===== config.mk =====
export PLATFORM = sky130hd
export DESIGN_NAME = priority_queue_server_with_timeout_flat
export DESIGN_NICKNAME = d
export VERILOG_FILES = /design/src/pqs_pkg.sv /design/src/pqs_if.sv /design/src/pqs_ctrl.sv /design/src/pqs_dp.sv /design/src/priority_queue_server_with_timeout.sv /design/src/flat_wrapper.sv
export SDC_FILE = /design/constraint.sdc
export NUM_CORES = 2
export LEC_CHECK = 0
export BUFFER_PORTS_ARGS = -buffer_cell sky130_fd_sc_hd__buf_2
export CAP_MARGIN = 20
export CORE_MARGIN = 5
export CORE_UTILIZATION = 57
export CTS_CLUSTER_DIAMETER = 30
export DETAILED_ROUTE_END_ITERATION = 8
export GPL_ROUTABILITY_DRIVEN = 0
export PLACE_DENSITY_LB_ADDON = 0.25
export SETUP_SLACK_MARGIN = 0.3
export SYNTH_ARGS = -nofsm -noshare
export SYNTH_HDL_FRONTEND = slang
export SYNTH_SLANG_ARGS = --single-unit

===== constraint.sdc =====
create_clock -name clock -period 7.6 [get_ports clock]
set_input_delay 1.52 -clock clock [delete_from_list [all_inputs] [get_ports clock]]
set_output_delay 1.52 -clock clock [all_outputs]
set_load 0.01 [all_outputs]

===== src/pqs_pkg.sv =====
// shared types and constants for the priority queue server
// no dependencies
package pqs_pkg;

   localparam int QUEUE_DEPTH_DEF = 8;
   localparam int NUM_CLASSES_DEF = 4;

   typedef enum logic [1:0] {
      CMD_BEGIN_TICK = 2'd0,
      CMD_ARRIVE     = 2'd1,
      CMD_END_TICK   = 2'd2
   } cmd_type;

   typedef enum logic [2:0] {
      EV_HANG_UP   = 3'd0,
      EV_ANSWERED  = 3'd1,
      EV_COMPLETED = 3'd2,
      EV_ACCEPTED  = 3'd3,
      EV_REJECTED  = 3'd4
   } event_type;

   typedef enum logic [3:0] {
      ST_IDLE,
      ST_DECODE,
      ST_SERVE,
      ST_SCAN_RD,
      ST_SCAN_CHK,
      ST_ARRIVE,
      ST_ANS_RD,
      ST_ANSWER,
      ST_AGE_RD,
      ST_AGE_WR,
      ST_FLUSH
   } state_type;

   typedef struct packed {
      logic [15:0] id;
      logic [15:0] patience;
      logic [15:0] duration;
   } entry_type;

   typedef struct packed {
      logic latch;
      logic srv_tick;
      logic keep;
      logic drop;
      logic cls_end;
      logic arrive;
      logic pick;
      logic answer;
      logic age_start;
      logic age_wr;
      logic age_next;
      logic flush;
   } ctl_cmd_type;

   typedef struct packed {
      logic [1:0] cmd;
      logic       busy;
      logic       any_nonempty;
      logic       k_done;
      logic       last_cls;
      logic       pat_zero;
      logic       emit_ok;
      logic       out_free;
      logic       pend_valid;
   } ctl_status_type;

endpackage


===== src/pqs_if.sv =====
// request and response channel interfaces
// depends on nothing but the handshake convention valid/ready
interface pqs_req_if;
   logic        valid;
   logic        ready;
   logic [1:0]  command;
   logic [15:0] caller_id;
   logic [1:0]  priority_class;
   logic [15:0] patience;
   logic [15:0] service_ticks;

   modport source (output valid, command, caller_id, priority_class, patience,
                   service_ticks, input ready);
   modport sink (input valid, command, caller_id, priority_class, patience,
                 service_ticks, output ready);
endinterface

interface pqs_rsp_if;
   logic        valid;
   logic        ready;
   logic [2:0]  event_res;
   logic [15:0] event_id;
   logic [1:0]  event_class;
   logic        last;

   modport source (output valid, event_res, event_id, event_class, last, input ready);
   modport sink (input valid, event_res, event_id, event_class, last, output ready);
endinterface


===== src/pqs_ctrl.sv =====
// controller state machine: sequences ticks, arrivals and queue walks
// depends on pqs_pkg
module pqs_ctrl (
   input  logic                    clock,
   input  logic                    reset,
   input  logic                    req_valid,
   output logic                    req_ready,
   input  pqs_pkg::ctl_status_type status,
   output pqs_pkg::ctl_cmd_type    cmd
);
   import pqs_pkg::*;

   state_type state_ff, state_in;

   always_ff @(posedge clock) begin
      if (reset) begin
         state_ff <= ST_IDLE;
      end else begin
         state_ff <= state_in;
      end
   end

   always_comb begin
      state_in = state_ff;
      case (state_ff)
         ST_IDLE: begin
            if (req_valid) state_in = ST_DECODE;
         end
         ST_DECODE: begin
            case (status.cmd)
               CMD_BEGIN_TICK: state_in = ST_SERVE;
               CMD_ARRIVE:     state_in = ST_ARRIVE;
               CMD_END_TICK: begin
                  if (!status.busy && status.any_nonempty) state_in = ST_ANS_RD;
                  else state_in = ST_AGE_RD;
               end
               default:        state_in = ST_FLUSH;
            endcase
         end
         ST_SERVE: begin
            if (status.emit_ok) state_in = ST_SCAN_RD;
         end
         ST_SCAN_RD: begin
            if (!status.k_done) state_in = ST_SCAN_CHK;
            else if (status.last_cls) state_in = ST_FLUSH;
         end
         ST_SCAN_CHK: begin
            if (!status.pat_zero || status.emit_ok) state_in = ST_SCAN_RD;
         end
         ST_ARRIVE: begin
            if (status.emit_ok) state_in = ST_FLUSH;
         end
         ST_ANS_RD: state_in = ST_ANSWER;
         ST_ANSWER: begin
            if (status.emit_ok) state_in = ST_AGE_RD;
         end
         ST_AGE_RD: begin
            if (!status.k_done) state_in = ST_AGE_WR;
            else if (status.last_cls) state_in = ST_FLUSH;
         end
         ST_AGE_WR: state_in = ST_AGE_RD;
         ST_FLUSH: begin
            if (!status.pend_valid || status.out_free) state_in = ST_IDLE;
         end
         default: state_in = ST_IDLE;
      endcase
   end

   always_comb begin
      cmd       = '0;
      req_ready = 1'b0;
      case (state_ff)
         ST_IDLE: begin
            req_ready = 1'b1;
            cmd.latch = req_valid;
         end
         ST_DECODE: begin
            if (status.cmd == CMD_END_TICK) begin
               if (!status.busy && status.any_nonempty) cmd.pick = 1'b1;
               else cmd.age_start = 1'b1;
            end
         end
         ST_SERVE:    cmd.srv_tick = status.emit_ok;
         ST_SCAN_RD:  cmd.cls_end = status.k_done;
         ST_SCAN_CHK: begin
            if (status.pat_zero) cmd.drop = status.emit_ok;
            else cmd.keep = 1'b1;
         end
         ST_ARRIVE:   cmd.arrive = status.emit_ok;
         ST_ANSWER:   cmd.answer = status.emit_ok;
         ST_AGE_RD:   cmd.age_next = status.k_done && !status.last_cls;
         ST_AGE_WR:   cmd.age_wr = 1'b1;
         ST_FLUSH:    cmd.flush = status.pend_valid && status.out_free;
         default: ;
      endcase
   end

   a_one_walk_cmd: assert property (@(posedge clock) disable iff (reset)
      $countones({cmd.keep, cmd.drop, cmd.age_wr, cmd.arrive, cmd.answer}) <= 1)
      else $error("conflicting datapath commands");
   a_flush_idle: assert property (@(posedge clock) disable iff (reset)
      (state_ff == ST_FLUSH && state_in == ST_IDLE) |=> !status.pend_valid)
      else $error("pending event left after item end");
   a_latch_idle: assert property (@(posedge clock) disable iff (reset)
      cmd.latch |=> state_ff == ST_DECODE)
      else $error("item latched outside idle");

endmodule


===== src/pqs_dp.sv =====
// datapath: queue memory, heads/counts, server, event staging and output register
// depends on pqs_pkg and pqs_rsp_if
module pqs_dp #(
   parameter int QUEUE_DEPTH = pqs_pkg::QUEUE_DEPTH_DEF,
   parameter int NUM_CLASSES = pqs_pkg::NUM_CLASSES_DEF
) (
   input  logic                    clock,
   input  logic                    reset,
   input  logic [1:0]              req_command,
   input  logic [15:0]             req_caller_id,
   input  logic [1:0]              req_priority_class,
   input  logic [15:0]             req_patience,
   input  logic [15:0]             req_service_ticks,
   input  pqs_pkg::ctl_cmd_type    cmd,
   output pqs_pkg::ctl_status_type status,
   pqs_rsp_if.source               rsp_ch
);
   import pqs_pkg::*;

   localparam int CW   = $clog2(NUM_CLASSES);
   localparam int HW   = (QUEUE_DEPTH > 1) ? $clog2(QUEUE_DEPTH) : 1;
   localparam int CNTW = $clog2(QUEUE_DEPTH + 1);
   localparam int AW   = $clog2(NUM_CLASSES * QUEUE_DEPTH);
   localparam int SLOTS = NUM_CLASSES * QUEUE_DEPTH;

   entry_type mem [SLOTS];

   logic [1:0]  req_cmd_ff;
   logic [15:0] req_id_ff, req_pat_ff, req_dur_ff;
   logic [1:0]  req_cls_ff;

   logic [HW-1:0]   head_ff [NUM_CLASSES];
   logic [CNTW-1:0] cnt_ff [NUM_CLASSES];
   logic            srv_busy_ff;
   logic [15:0]     srv_rem_ff, srv_id_ff;
   logic [CW-1:0]   srv_cls_ff;

   logic [CW-1:0]   cls_ff;
   logic [CNTW-1:0] k_ff, kept_ff;
   entry_type       rd_ff;

   logic            pend_valid_ff;
   event_type       pend_ev_ff;
   logic [15:0]     pend_id_ff;
   logic [1:0]      pend_cls_ff;

   logic            rsp_valid_ff;
   logic [2:0]      rsp_ev_ff;
   logic [15:0]     rsp_id_ff;
   logic [1:0]      rsp_cls_ff;
   logic            rsp_last_ff;

   function automatic logic [AW-1:0] slot_addr(logic [CW-1:0] c, logic [HW-1:0] h,
                                               logic [CNTW-1:0] off);
      logic [CNTW:0] sum;
      sum = (CNTW+1)'(h) + (CNTW+1)'(off);
      if (sum >= (CNTW+1)'(QUEUE_DEPTH)) sum = sum - (CNTW+1)'(QUEUE_DEPTH);
      return AW'(c) * AW'(QUEUE_DEPTH) + AW'(sum);
   endfunction

   logic            arr_ok, cls_ok;
   logic [CW-1:0]   arr_idx;
   logic [AW-1:0]   rd_addr, wr_addr;
   logic            wr_en;
   entry_type       wr_data;
   logic [15:0]     rem_next;
   logic            out_free;
   logic            emit_en;
   event_type       emit_ev;
   logic [15:0]     emit_id;
   logic [1:0]      emit_cls;
   logic [CW-1:0]   pick_cls;
   logic            any_ne;

   assign cls_ok   = 32'(req_cls_ff) < NUM_CLASSES;
   assign arr_idx  = cls_ok ? CW'(req_cls_ff) : '0;
   assign arr_ok   = cls_ok && (cnt_ff[arr_idx] < CNTW'(QUEUE_DEPTH));
   assign rem_next = (srv_rem_ff != 16'd0) ? srv_rem_ff - 16'd1 : srv_rem_ff;
   assign out_free = !rsp_valid_ff || rsp_ch.ready;
   assign rd_addr  = slot_addr(cls_ff, head_ff[cls_ff], k_ff);

   // lowest-numbered non-empty class
   always_comb begin
      pick_cls = '0;
      any_ne   = 1'b0;
      for (int c = NUM_CLASSES - 1; c >= 0; c--) begin
         if (cnt_ff[c] != '0) begin
            pick_cls = CW'(c);
            any_ne   = 1'b1;
         end
      end
   end

   always_comb begin
      wr_en   = 1'b0;
      wr_addr = slot_addr(cls_ff, head_ff[cls_ff], kept_ff);
      wr_data = rd_ff;
      if (cmd.keep) begin
         wr_en = 1'b1;
      end else if (cmd.age_wr) begin
         wr_en   = 1'b1;
         wr_addr = rd_addr;
         wr_data.patience = (rd_ff.patience != 16'd0) ? rd_ff.patience - 16'd1 : 16'd0;
      end else if (cmd.arrive) begin
         wr_en   = arr_ok;
         wr_addr = slot_addr(arr_idx, head_ff[arr_idx], cnt_ff[arr_idx]);
         wr_data = '{id: req_id_ff, patience: req_pat_ff,
                     duration: (req_dur_ff == 16'd0) ? 16'd1 : req_dur_ff};
      end
   end

   always_comb begin
      emit_en  = 1'b0;
      emit_ev  = EV_HANG_UP;
      emit_id  = rd_ff.id;
      emit_cls = 2'(cls_ff);
      if (cmd.srv_tick) begin
         emit_en  = srv_busy_ff && (rem_next == 16'd0);
         emit_ev  = EV_COMPLETED;
         emit_id  = srv_id_ff;
         emit_cls = 2'(srv_cls_ff);
      end else if (cmd.drop) begin
         emit_en = 1'b1;
      end else if (cmd.answer) begin
         emit_en = 1'b1;
         emit_ev = EV_ANSWERED;
      end else if (cmd.arrive) begin
         emit_en  = 1'b1;
         emit_ev  = arr_ok ? EV_ACCEPTED : EV_REJECTED;
         emit_id  = req_id_ff;
         emit_cls = req_cls_ff;
      end
   end

   always_ff @(posedge clock) begin
      rd_ff <= mem[rd_addr];
      if (wr_en) mem[wr_addr] <= wr_data;
   end

   always_ff @(posedge clock) begin
      if (cmd.latch) begin
         req_cmd_ff <= req_command;
         req_id_ff  <= req_caller_id;
         req_cls_ff <= req_priority_class;
         req_pat_ff <= req_patience;
         req_dur_ff <= req_service_ticks;
      end
   end

   always_ff @(posedge clock) begin
      if (reset) begin
         for (int c = 0; c < NUM_CLASSES; c++) begin
            head_ff[c] <= '0;
            cnt_ff[c]  <= '0;
         end
         srv_busy_ff <= 1'b0;
         srv_rem_ff  <= '0;
         srv_id_ff   <= '0;
         srv_cls_ff  <= '0;
         cls_ff      <= '0;
         k_ff        <= '0;
         kept_ff     <= '0;
      end else begin
         if (cmd.srv_tick) begin
            if (srv_busy_ff) begin
               srv_rem_ff <= rem_next;
               if (rem_next == 16'd0) srv_busy_ff <= 1'b0;
            end
            cls_ff  <= '0;
            k_ff    <= '0;
            kept_ff <= '0;
         end
         if (cmd.keep) begin
            k_ff    <= k_ff + 1'b1;
            kept_ff <= kept_ff + 1'b1;
         end
         if (cmd.drop || cmd.age_wr) k_ff <= k_ff + 1'b1;
         if (cmd.cls_end) begin
            cnt_ff[cls_ff] <= kept_ff;
            if (cls_ff != CW'(NUM_CLASSES - 1)) cls_ff <= cls_ff + 1'b1;
            k_ff    <= '0;
            kept_ff <= '0;
         end
         if (cmd.age_next) begin
            cls_ff <= cls_ff + 1'b1;
            k_ff   <= '0;
         end
         if (cmd.age_start) begin
            cls_ff <= '0;
            k_ff   <= '0;
         end
         if (cmd.pick) begin
            cls_ff <= pick_cls;
            k_ff   <= '0;
         end
         if (cmd.answer) begin
            head_ff[cls_ff] <= (32'(head_ff[cls_ff]) == QUEUE_DEPTH - 1) ? '0
                               : head_ff[cls_ff] + 1'b1;
            cnt_ff[cls_ff]  <= cnt_ff[cls_ff] - 1'b1;
            srv_busy_ff     <= 1'b1;
            srv_rem_ff      <= rd_ff.duration;
            srv_id_ff       <= rd_ff.id;
            srv_cls_ff      <= cls_ff;
            cls_ff          <= '0;
            k_ff            <= '0;
         end
         if (cmd.arrive && arr_ok) cnt_ff[arr_idx] <= cnt_ff[arr_idx] + 1'b1;
      end
   end

   // one event is held back so the final one of an item can carry last
   always_ff @(posedge clock) begin
      if (reset) begin
         pend_valid_ff <= 1'b0;
         rsp_valid_ff  <= 1'b0;
      end else begin
         if (rsp_ch.ready) rsp_valid_ff <= 1'b0;
         if (emit_en) begin
            pend_valid_ff <= 1'b1;
            if (pend_valid_ff) rsp_valid_ff <= 1'b1;
         end else if (cmd.flush) begin
            pend_valid_ff <= 1'b0;
            rsp_valid_ff  <= 1'b1;
         end
      end
   end

   always_ff @(posedge clock) begin
      if (emit_en) begin
         pend_ev_ff  <= emit_ev;
         pend_id_ff  <= emit_id;
         pend_cls_ff <= emit_cls;
      end
      if ((emit_en && pend_valid_ff) || cmd.flush) begin
         rsp_ev_ff   <= pend_ev_ff;
         rsp_id_ff   <= pend_id_ff;
         rsp_cls_ff  <= pend_cls_ff;
         rsp_last_ff <= cmd.flush;
      end
   end

   assign rsp_ch.valid       = rsp_valid_ff;
   assign rsp_ch.event_res   = rsp_ev_ff;
   assign rsp_ch.event_id    = rsp_id_ff;
   assign rsp_ch.event_class = rsp_cls_ff;
   assign rsp_ch.last        = rsp_last_ff;

   assign status.cmd          = req_cmd_ff;
   assign status.busy         = srv_busy_ff;
   assign status.any_nonempty = any_ne;
   assign status.k_done       = (k_ff == cnt_ff[cls_ff]);
   assign status.last_cls     = (cls_ff == CW'(NUM_CLASSES - 1));
   assign status.pat_zero     = (rd_ff.patience == 16'd0);
   assign status.emit_ok      = !pend_valid_ff || out_free;
   assign status.out_free     = out_free;
   assign status.pend_valid   = pend_valid_ff;

   a_cnt_bound: assert property (@(posedge clock) disable iff (reset)
      cnt_ff[cls_ff] <= CNTW'(QUEUE_DEPTH))
      else $error("queue count above depth");
   a_busy_rem: assert property (@(posedge clock) disable iff (reset)
      srv_busy_ff |-> srv_rem_ff != 16'd0)
      else $error("busy server with no time left");
   a_kept: assert property (@(posedge clock) disable iff (reset)
      kept_ff <= k_ff)
      else $error("compaction ahead of scan");

endmodule


===== src/priority_queue_server_with_timeout.sv =====
// top level: strict priority queue server with deadline drop
// depends on pqs_pkg, pqs_if, pqs_ctrl, pqs_dp
//
//   channel   dir  handshake     payload
//   req_ch    in   valid/ready   command, caller_id, priority_class, patience, service_ticks
//   rsp_ch    out  valid/ready   event_res, event_id, event_class, last
//
// one item at a time; arrive passes decode, then writes the entry and its event, then closes in flush
// begin_tick counts down the server, then reads and checks each queued entry class by class, then flushes
// end_tick answers the head of the lowest-numbered non-empty class when the server is idle,
// then ages every queued entry class by class, then flushes
// results leave through one output register; a stalled output holds the walk
// synchronous reset clears heads, counts and the server; entries need no clearing
module priority_queue_server_with_timeout #(
   parameter int QUEUE_DEPTH = pqs_pkg::QUEUE_DEPTH_DEF,
   parameter int NUM_CLASSES = pqs_pkg::NUM_CLASSES_DEF
) (
   input logic       clock,
   input logic       reset,
   pqs_req_if.sink   req_ch,
   pqs_rsp_if.source rsp_ch
);
   import pqs_pkg::*;

   ctl_cmd_type    cmd;
   ctl_status_type status;
   logic           ready;

   pqs_ctrl u_ctrl (
      .clock     (clock),
      .reset     (reset),
      .req_valid (req_ch.valid),
      .req_ready (ready),
      .status    (status),
      .cmd       (cmd)
   );

   pqs_dp #(
      .QUEUE_DEPTH (QUEUE_DEPTH),
      .NUM_CLASSES (NUM_CLASSES)
   ) u_dp (
      .clock              (clock),
      .reset              (reset),
      .req_command        (req_ch.command),
      .req_caller_id      (req_ch.caller_id),
      .req_priority_class (req_ch.priority_class),
      .req_patience       (req_ch.patience),
      .req_service_ticks  (req_ch.service_ticks),
      .cmd                (cmd),
      .status             (status),
      .rsp_ch             (rsp_ch)
   );

   assign req_ch.ready = ready;

endmodule


===== src/flat_wrapper.sv =====
// flat-port wrapper written by rule: the top's interface ports become plain ports
module priority_queue_server_with_timeout_flat import pqs_pkg::*;
#(
   parameter int QUEUE_DEPTH = pqs_pkg::QUEUE_DEPTH_DEF,
   parameter int NUM_CLASSES = pqs_pkg::NUM_CLASSES_DEF
)
  (clock, reset, req_ch_valid, req_ch_command, req_ch_caller_id, req_ch_priority_class, req_ch_patience, req_ch_service_ticks, req_ch_ready, rsp_ch_valid, rsp_ch_event_res, rsp_ch_event_id, rsp_ch_event_class, rsp_ch_last, rsp_ch_ready);
  pqs_req_if req_ch_i ();
  pqs_rsp_if rsp_ch_i ();
  input logic clock;
  input logic reset;
  input wire logic [$bits(req_ch_i.valid)-1:0] req_ch_valid;
  input wire logic [$bits(req_ch_i.command)-1:0] req_ch_command;
  input wire logic [$bits(req_ch_i.caller_id)-1:0] req_ch_caller_id;
  input wire logic [$bits(req_ch_i.priority_class)-1:0] req_ch_priority_class;
  input wire logic [$bits(req_ch_i.patience)-1:0] req_ch_patience;
  input wire logic [$bits(req_ch_i.service_ticks)-1:0] req_ch_service_ticks;
  output wire logic [$bits(req_ch_i.ready)-1:0] req_ch_ready;
  output wire logic [$bits(rsp_ch_i.valid)-1:0] rsp_ch_valid;
  output wire logic [$bits(rsp_ch_i.event_res)-1:0] rsp_ch_event_res;
  output wire logic [$bits(rsp_ch_i.event_id)-1:0] rsp_ch_event_id;
  output wire logic [$bits(rsp_ch_i.event_class)-1:0] rsp_ch_event_class;
  output wire logic [$bits(rsp_ch_i.last)-1:0] rsp_ch_last;
  input wire logic [$bits(rsp_ch_i.ready)-1:0] rsp_ch_ready;
  assign req_ch_i.valid = req_ch_valid;
  assign req_ch_i.command = req_ch_command;
  assign req_ch_i.caller_id = req_ch_caller_id;
  assign req_ch_i.priority_class = req_ch_priority_class;
  assign req_ch_i.patience = req_ch_patience;
  assign req_ch_i.service_ticks = req_ch_service_ticks;
  assign req_ch_ready = req_ch_i.ready;
  assign rsp_ch_valid = rsp_ch_i.valid;
  assign rsp_ch_event_res = rsp_ch_i.event_res;
  assign rsp_ch_event_id = rsp_ch_i.event_id;
  assign rsp_ch_event_class = rsp_ch_i.event_class;
  assign rsp_ch_last = rsp_ch_i.last;
  assign rsp_ch_i.ready = rsp_ch_ready;
  priority_queue_server_with_timeout #(.QUEUE_DEPTH(QUEUE_DEPTH), .NUM_CLASSES(NUM_CLASSES)) u_core (.clock(clock), .reset(reset), .req_ch(req_ch_i), .rsp_ch(rsp_ch_i));
endmodule

# After elaboration in Yosys (flattened, before gate mapping)
# Memories as Yosys holds them, arrays and structs flattened. A register that Yosys moved wholly into a read port is not among the register bits.
# Cells that the tools add are included.
# word_totals
regBits	146
latch_bits	0
mem_bits_rw	1564
mem_bits_ro	0
input_bits	56
output_inout_bits	24
mem_count	3
# classes
addsub	17
mul	0
div_mod_pow	0
n_lt_le_gt_ge	4
eq_ne	22
shift	0
n_mux	125
n_bitwise	2
reduce_logical	42
# mem_list
memory	words	word_bits	read_ports	rd_ports_with_merged_regs	wr	line_no	source
u_core.u_dp.mem	32	48	1	1	1	pqs_dp.sv:26	entry_type mem [SLOTS];
u_core.u_dp.cnt_ff	4	4	6	2	4	pqs_dp.sv:33	logic [CNTW-1:0] cnt_ff [NUM_CLASSES];
u_core.u_dp.head_ff	4	3	2	2	4	pqs_dp.sv:32	logic [HW-1:0] head_ff [NUM_CLASSES];
# op_table
operator	n
two-way mux 16 bit	13
two-way mux 48 bit	2
two-way mux 4 bit	17
two-way mux 1 bit	54
two-way mux 2 bit	25
logical NOT 16 bit	3
two-way mux 5 bit	9
case mux 4 bit (11 select lines)	1
nonzero test 16 bit	2
subtractor 16 x 1 -> 16 bit (second input constant)	2
equality test 4 x 3 -> 1 bit (second input constant)	4
nonzero test 4 bit	4
adder 3 x 4 -> 5 bit	3
adder 5 bit	3
greater-or-equal comparator 5 x 4 -> 1 bit (second input constant)	3
subtractor 5 x 4 -> 5 bit (second input constant)	3
inequality test 2 bit (second input constant)	7
adder 4 x 1 -> 4 bit (second input constant)	3
equality test 4 bit (second input constant)	3
case mux 4 bit (3 select lines)	1
OR reduction 4 bit	3
two-way mux 3 bit	3
equality test 4 x 2 -> 1 bit (second input constant)	2
nonzero test 2 bit	4
other kinds (22)	38

# Longest topological paths before layout
# An unclocked memory read counts as a cell.
# depth
word_depth	13
mapped_depth	20
ltp_nobuf	17

# By module
# A second synthesis with hierarchy kept.
# hier_totals
cells_unflattened	3250
hier_area_um2	69188.9
# by_module_without_submodules
mod	n_inst	cells_per_inst	area_per_inst_um2
pqs_dp	1	3177	68667.1
pqs_ctrl	1	73	521.8

# Worst setup path before layout
# No wires, ideal clock.
# synth_timing
kind	reg-to-reg
startpoint	reg u_core.u_dp.cls_ff[1]
endpoint	mem u_core.u_dp.mem[22][0] (netlist name), enable pin
setup_ns	0.513
t_arrival_ns	7.040
required_time_ns	7.087
path_slack_ns	0.047
stages_incl_launch_ff	19
path_buffers	2
period_less_slack_ns	7.553
cell_sequence	dfxtp_1 > buf_2 > clkbuf_1 > mux4_1 > ha_1 > a21o_1 > a21oi_1 > xnor2_1 > inv_1 > ha_1 > nand3_1 > o21ai_0 > ha_1 > xor2_1 > or2_2 > a31oi_1 > nor3_1 > a221o_1 > nor3_1
# synth_between
elab_chain_len	4
elab_cells_between_ends	5
# synth_lines
element	line_no	source
from (decl)	pqs_dp.sv:38	logic [CW-1:0] cls_ff;
from (signal assigned)	pqs_dp.sv:180	if (cls_ff != CW'(NUM_CLASSES - 1)) cls_ff <= cls_ff + 1'b1;
from (signal assigned)	pqs_dp.sv:185	cls_ff <= cls_ff + 1'b1;
from (signal assigned)	pqs_dp.sv:193	cls_ff <= pick_cls;
adder 5 bit	pqs_dp.sv:58	return AW'(c) * AW'(QUEUE_DEPTH) + AW'(sum);
two-way mux 5 bit	pqs_dp.sv:104	end else if (cmd.arrive) begin
two-way mux 5 bit	pqs_dp.sv:100	end else if (cmd.age_wr) begin
two-way mux 5 bit *	pqs_dp.sv:98	if (cmd.keep) begin
to (decl)	pqs_dp.sv:26	
# Every way passes the cells marked *; elsewhere a longest branch is shown, timed or not.

# Final worst setup path
# layout_timing
startpoint	reg u_core.u_dp.cls_ff[1]
endpoint	mem u_core.u_dp.mem[2][29] (netlist name), enable pin
# Same word-level chain as after synthesis.

==> results.yml <==
status:
  status: "completed"
final_layout:
  layout.cells.non_filler: 5462
  layout-drive-gt1-share_pct: 34.4
  areaGrowthSynthToFinish_pct: 20.9
  design_area_sq_um: 83200
  seqCellArea_sq_um: 51800
  fillers: 6780
  fin_util_pct: 69.4
  nets: 3685
  multi_input_area_sq_um: 16500
timing:
  hold_viol: 0
  max_freq_mhz: 154
  period_share_pct: 85.2
  setup_tns_ns: 0
  rsz0062_at_grt: "false"
  report.final.slew_viol_count: 0
  worst_slew_pin_slew_ns: 1.22
  setup_viol: 0
  period_needed_ns: 6.48
  max_slew_margin_pct: 18.8
  worst_clock_skew_ns: 0.0617
synthesis:
  synth_nets: 3341
  synthesis.area_sq_um: 68800
  synth_cell_type_count: 86
  ys_warn_count: 0
  synth_seq_cells: 1760
  syn_area_per_cell_sq_um: 21.1
  synth_edf_count: 1659
  ys_seq_area_share_pct: 75.3
  synth_ff_type: "edfxtp_1"
  synthCells: 3257
  synthArstFlopShare_pct: 0
setup_path:
  slowest_stage: "and3_4"
  cp.arrival_ns: 6.95
  critPathTopFamily: "simple AND/OR/NAND/NOR gates"
  crit_fanout: 48
  crit_top_cell: "ha_1"
  critPathRequiredTime_ns: 8.08
  slowest_delay_ns: 0.99
  worst-path-buf-inv: 2
  endpoint_kind: "flop"
  crit_chain: "mux4_1, ha_1, inv_1, fa_1, nor2b_1, o21ai_0, ha_1, nand3_1, o21ai_0, ha_1, xor2_1, or2_2, a31oi_1, nor3_1, a221o_1, buf_4, and3_4"
  crit_path_start_kind: "flop"
  critical_path_class: "reg2reg"
cts:
  cts_max_level: 5
  clkLatencyLatePin_ns: 0.90
  tritoncts: "yes"
  cts_hold_buf: 0
  ctsResizeCount: 0
  numCtsBuffers: 321
  clockRootBuffer: "clkbuf_16"
  clk_pin_slew_ns: 0.05
  clk_path_buf_depth: 4
  cts_num_sinks: 1760
  post_cts.repair.setup_buffers: 0
drt:
  drt-initial-drc-count: 5743
  ant_nets: 0
  wire_per_inst_microns: 33.5
  wl_microns: 183000
  drc: 0
  routed-via-count: 36700
  dr.pass1.iters: 7
  vias_per_cell: 6.71
grt:
  overflow: 0
  antenna_found_initial: 6
  grtUsageTotal_pct: 29.0
  grt_pass1_wl_microns: 265000
  grt_max_degree: 113
  grt_pass1_vias: 37700
place:
  placed_area_sq_um: 71900
  port_buffers: 79
  hpwl_microns: 96600
  dp_cells: 4877
power_and_ir_drop:
  finalPower_mw: 31.8
  power_density_nw_per_um2: 382
  vdd_ir_drop_max_mv: 0.282
  p_leak_nw: 27.3
floorplan:
  dieArea_sq_um: 128000
  die_h_microns: 358
  initial_utilization_pct: 57.4
  ios: 80
  core.rowCount: 127
  die-width_microns: 358
  core_sq_um: 120000
job:
  maxCapViolCount: 0
hold_path:
  hp-class: "reg2reg"
## per-stage QoR
step	worst slack, ns	hold slack, ns
global placement	1.43	0.401
global route	0.820	0.394
floorplan	1.22	0.400
detailed placement	1.25	0.405
CTS	1.21	0.401
finish	1.12	0.389
## Yosys cell counts, drive strengths merged (10+ instances only)
library cell     n  area (sq um)
edfxtp        1659         49800
nand3           19           100
nor2           119           447
mux2            67           754
inv             37           139
nor3            30           160
nand2b          17           106
ha              25           313
dfxtp          101          2020
mux4           494         11200
buf             65           298
xnor2           23           216
and3            10          62.6
o21ai           51           259
a211oi          12          90.1
nor4            14          93.8
nand2          197           739
clkbuf         101           379
a21oi           52           268
## path summary, 6_finish.rpt
path                                                               from                                         to  slack (ns)  depth (start not counted)
worst max-delay path                   u_core.u_dp.cls_ff[1]$_SDFF_PP0_           u_core.u_dp.mem[2][29]$_DFFE_PP_        1.12                         17
worst max register to register         u_core.u_dp.cls_ff[1]$_SDFF_PP0_           u_core.u_dp.mem[2][29]$_DFFE_PP_        1.12                         17
worst min register to register  u_core.u_dp.pend_ev_ff[2]$_SDFFCE_PP0P_  u_core.u_dp.rsp_ch.event_res[2]$_DFFE_PP_        0.39                          0
worst min-delay path            u_core.u_dp.pend_ev_ff[2]$_SDFFCE_PP0P_  u_core.u_dp.rsp_ch.event_res[2]$_DFFE_PP_        0.39                          0
## registers in the layout, indices dropped and copies added (netlist names), 3 cells and up, named ones only
name	cells
u_core.u_ctrl.state_ff	4
u_core.u_dp.cnt_ff	16
u_core.u_dp.head_ff	12
u_core.u_dp.k_ff	4
u_core.u_dp.kept_ff	4
u_core.u_dp.mem	1536
u_core.u_dp.pend_ev_ff	3
u_core.u_dp.pend_id_ff	16
u_core.u_dp.rd_ff	48
u_core.u_dp.req_dur_ff	16
u_core.u_dp.req_id_ff	16
u_core.u_dp.req_pat_ff	16
u_core.u_dp.rsp_ch.event_id	16
u_core.u_dp.rsp_ch.event_res	3
u_core.u_dp.srv_id_ff	16
u_core.u_dp.srv_rem_ff	16
## kinds of logic after synthesis
logic type               count (synthesis)  share of synthesized area [%]
adder cells (fa/ha/maj)                 28                          0.542
AND/OR/NAND/NOR                        472                           3.24
buffers and inverters                  203                           1.19
AO/OA/AOI/OAI                          195                           1.92
XOR/XNOR                                32                          0.429
multiplexers                           567                           17.4
flip-flops                            1760                           75.3
## power by group
part           internal, mW  switching (mW)
clock network          9.70            4.86
registers              12.0           0.296
logic                  1.83            3.08
total                  23.6            8.24
## cell usage in the layout, fill, tap and decap left out, types with 11 or more instances in the layout
master / count
a211oi_1: 12
clkinv_4: 23
clkbuf_1: 39
bufinv_16: 49
o21ai_1: 11
buf_12: 14
inv_1: 36
ha_1: 23
clkinvlp_4: 28
mux4_2: 487
xnor2_1: 20
clkinv_2: 29
clkbuf_16: 328
mux2_2: 67
buf_16: 12
nand3_1: 18
nand2_1: 196
inv_6: 26
nand2b_1: 17
nor4_1: 13
clkinv_1: 25
buf_4: 77
o21ai_0: 38
a21oi_1: 50
nor2_4: 25
nor2_1: 93
clkbuf_8: 12
buf_2: 79
dfxtp_1: 101
edfxtp_1: 1659
nor3_1: 26
## layer usage
metal  part of all wire, %  up-vias  track usage [%]
met5                 0.025        -                0
met4                   3.1        6             8.96
met3                    12      440             7.83
met2                    49     2768             46.0
met1                    36    19100             40.2
li1                      -    14300                -
## worst register-to-register path, cell delays in order, from the launching register on
cell and delay, ns:
dfxtp_1 0.97, mux4_1 0.55, ha_1 0.27, inv_1 0.09
fa_1 0.22, nor2b_1 0.06, o21ai_0 0.43, ha_1 0.34
nand3_1 0.11, o21ai_0 0.12, ha_1 0.20, xor2_1 0.37
or2_2 0.19, a31oi_1 0.10, nor3_1 0.40, a221o_1 0.18
buf_4 0.39, and3_4 1.00
## final cells by class
cell class	count	area share, %
Timing Repair Buffer	187	1.99
Clock buffer	379	10.2
Sequential cell	1760	62.3
Inverter	37	0.168
Antenna cell	2	0.00601
Tap cell	1612	2.42
Clock inverter	191	3.03
Multi-Input combinational cell	1294	19.9
Note: power is estimated with default switching activity, not from simulation.
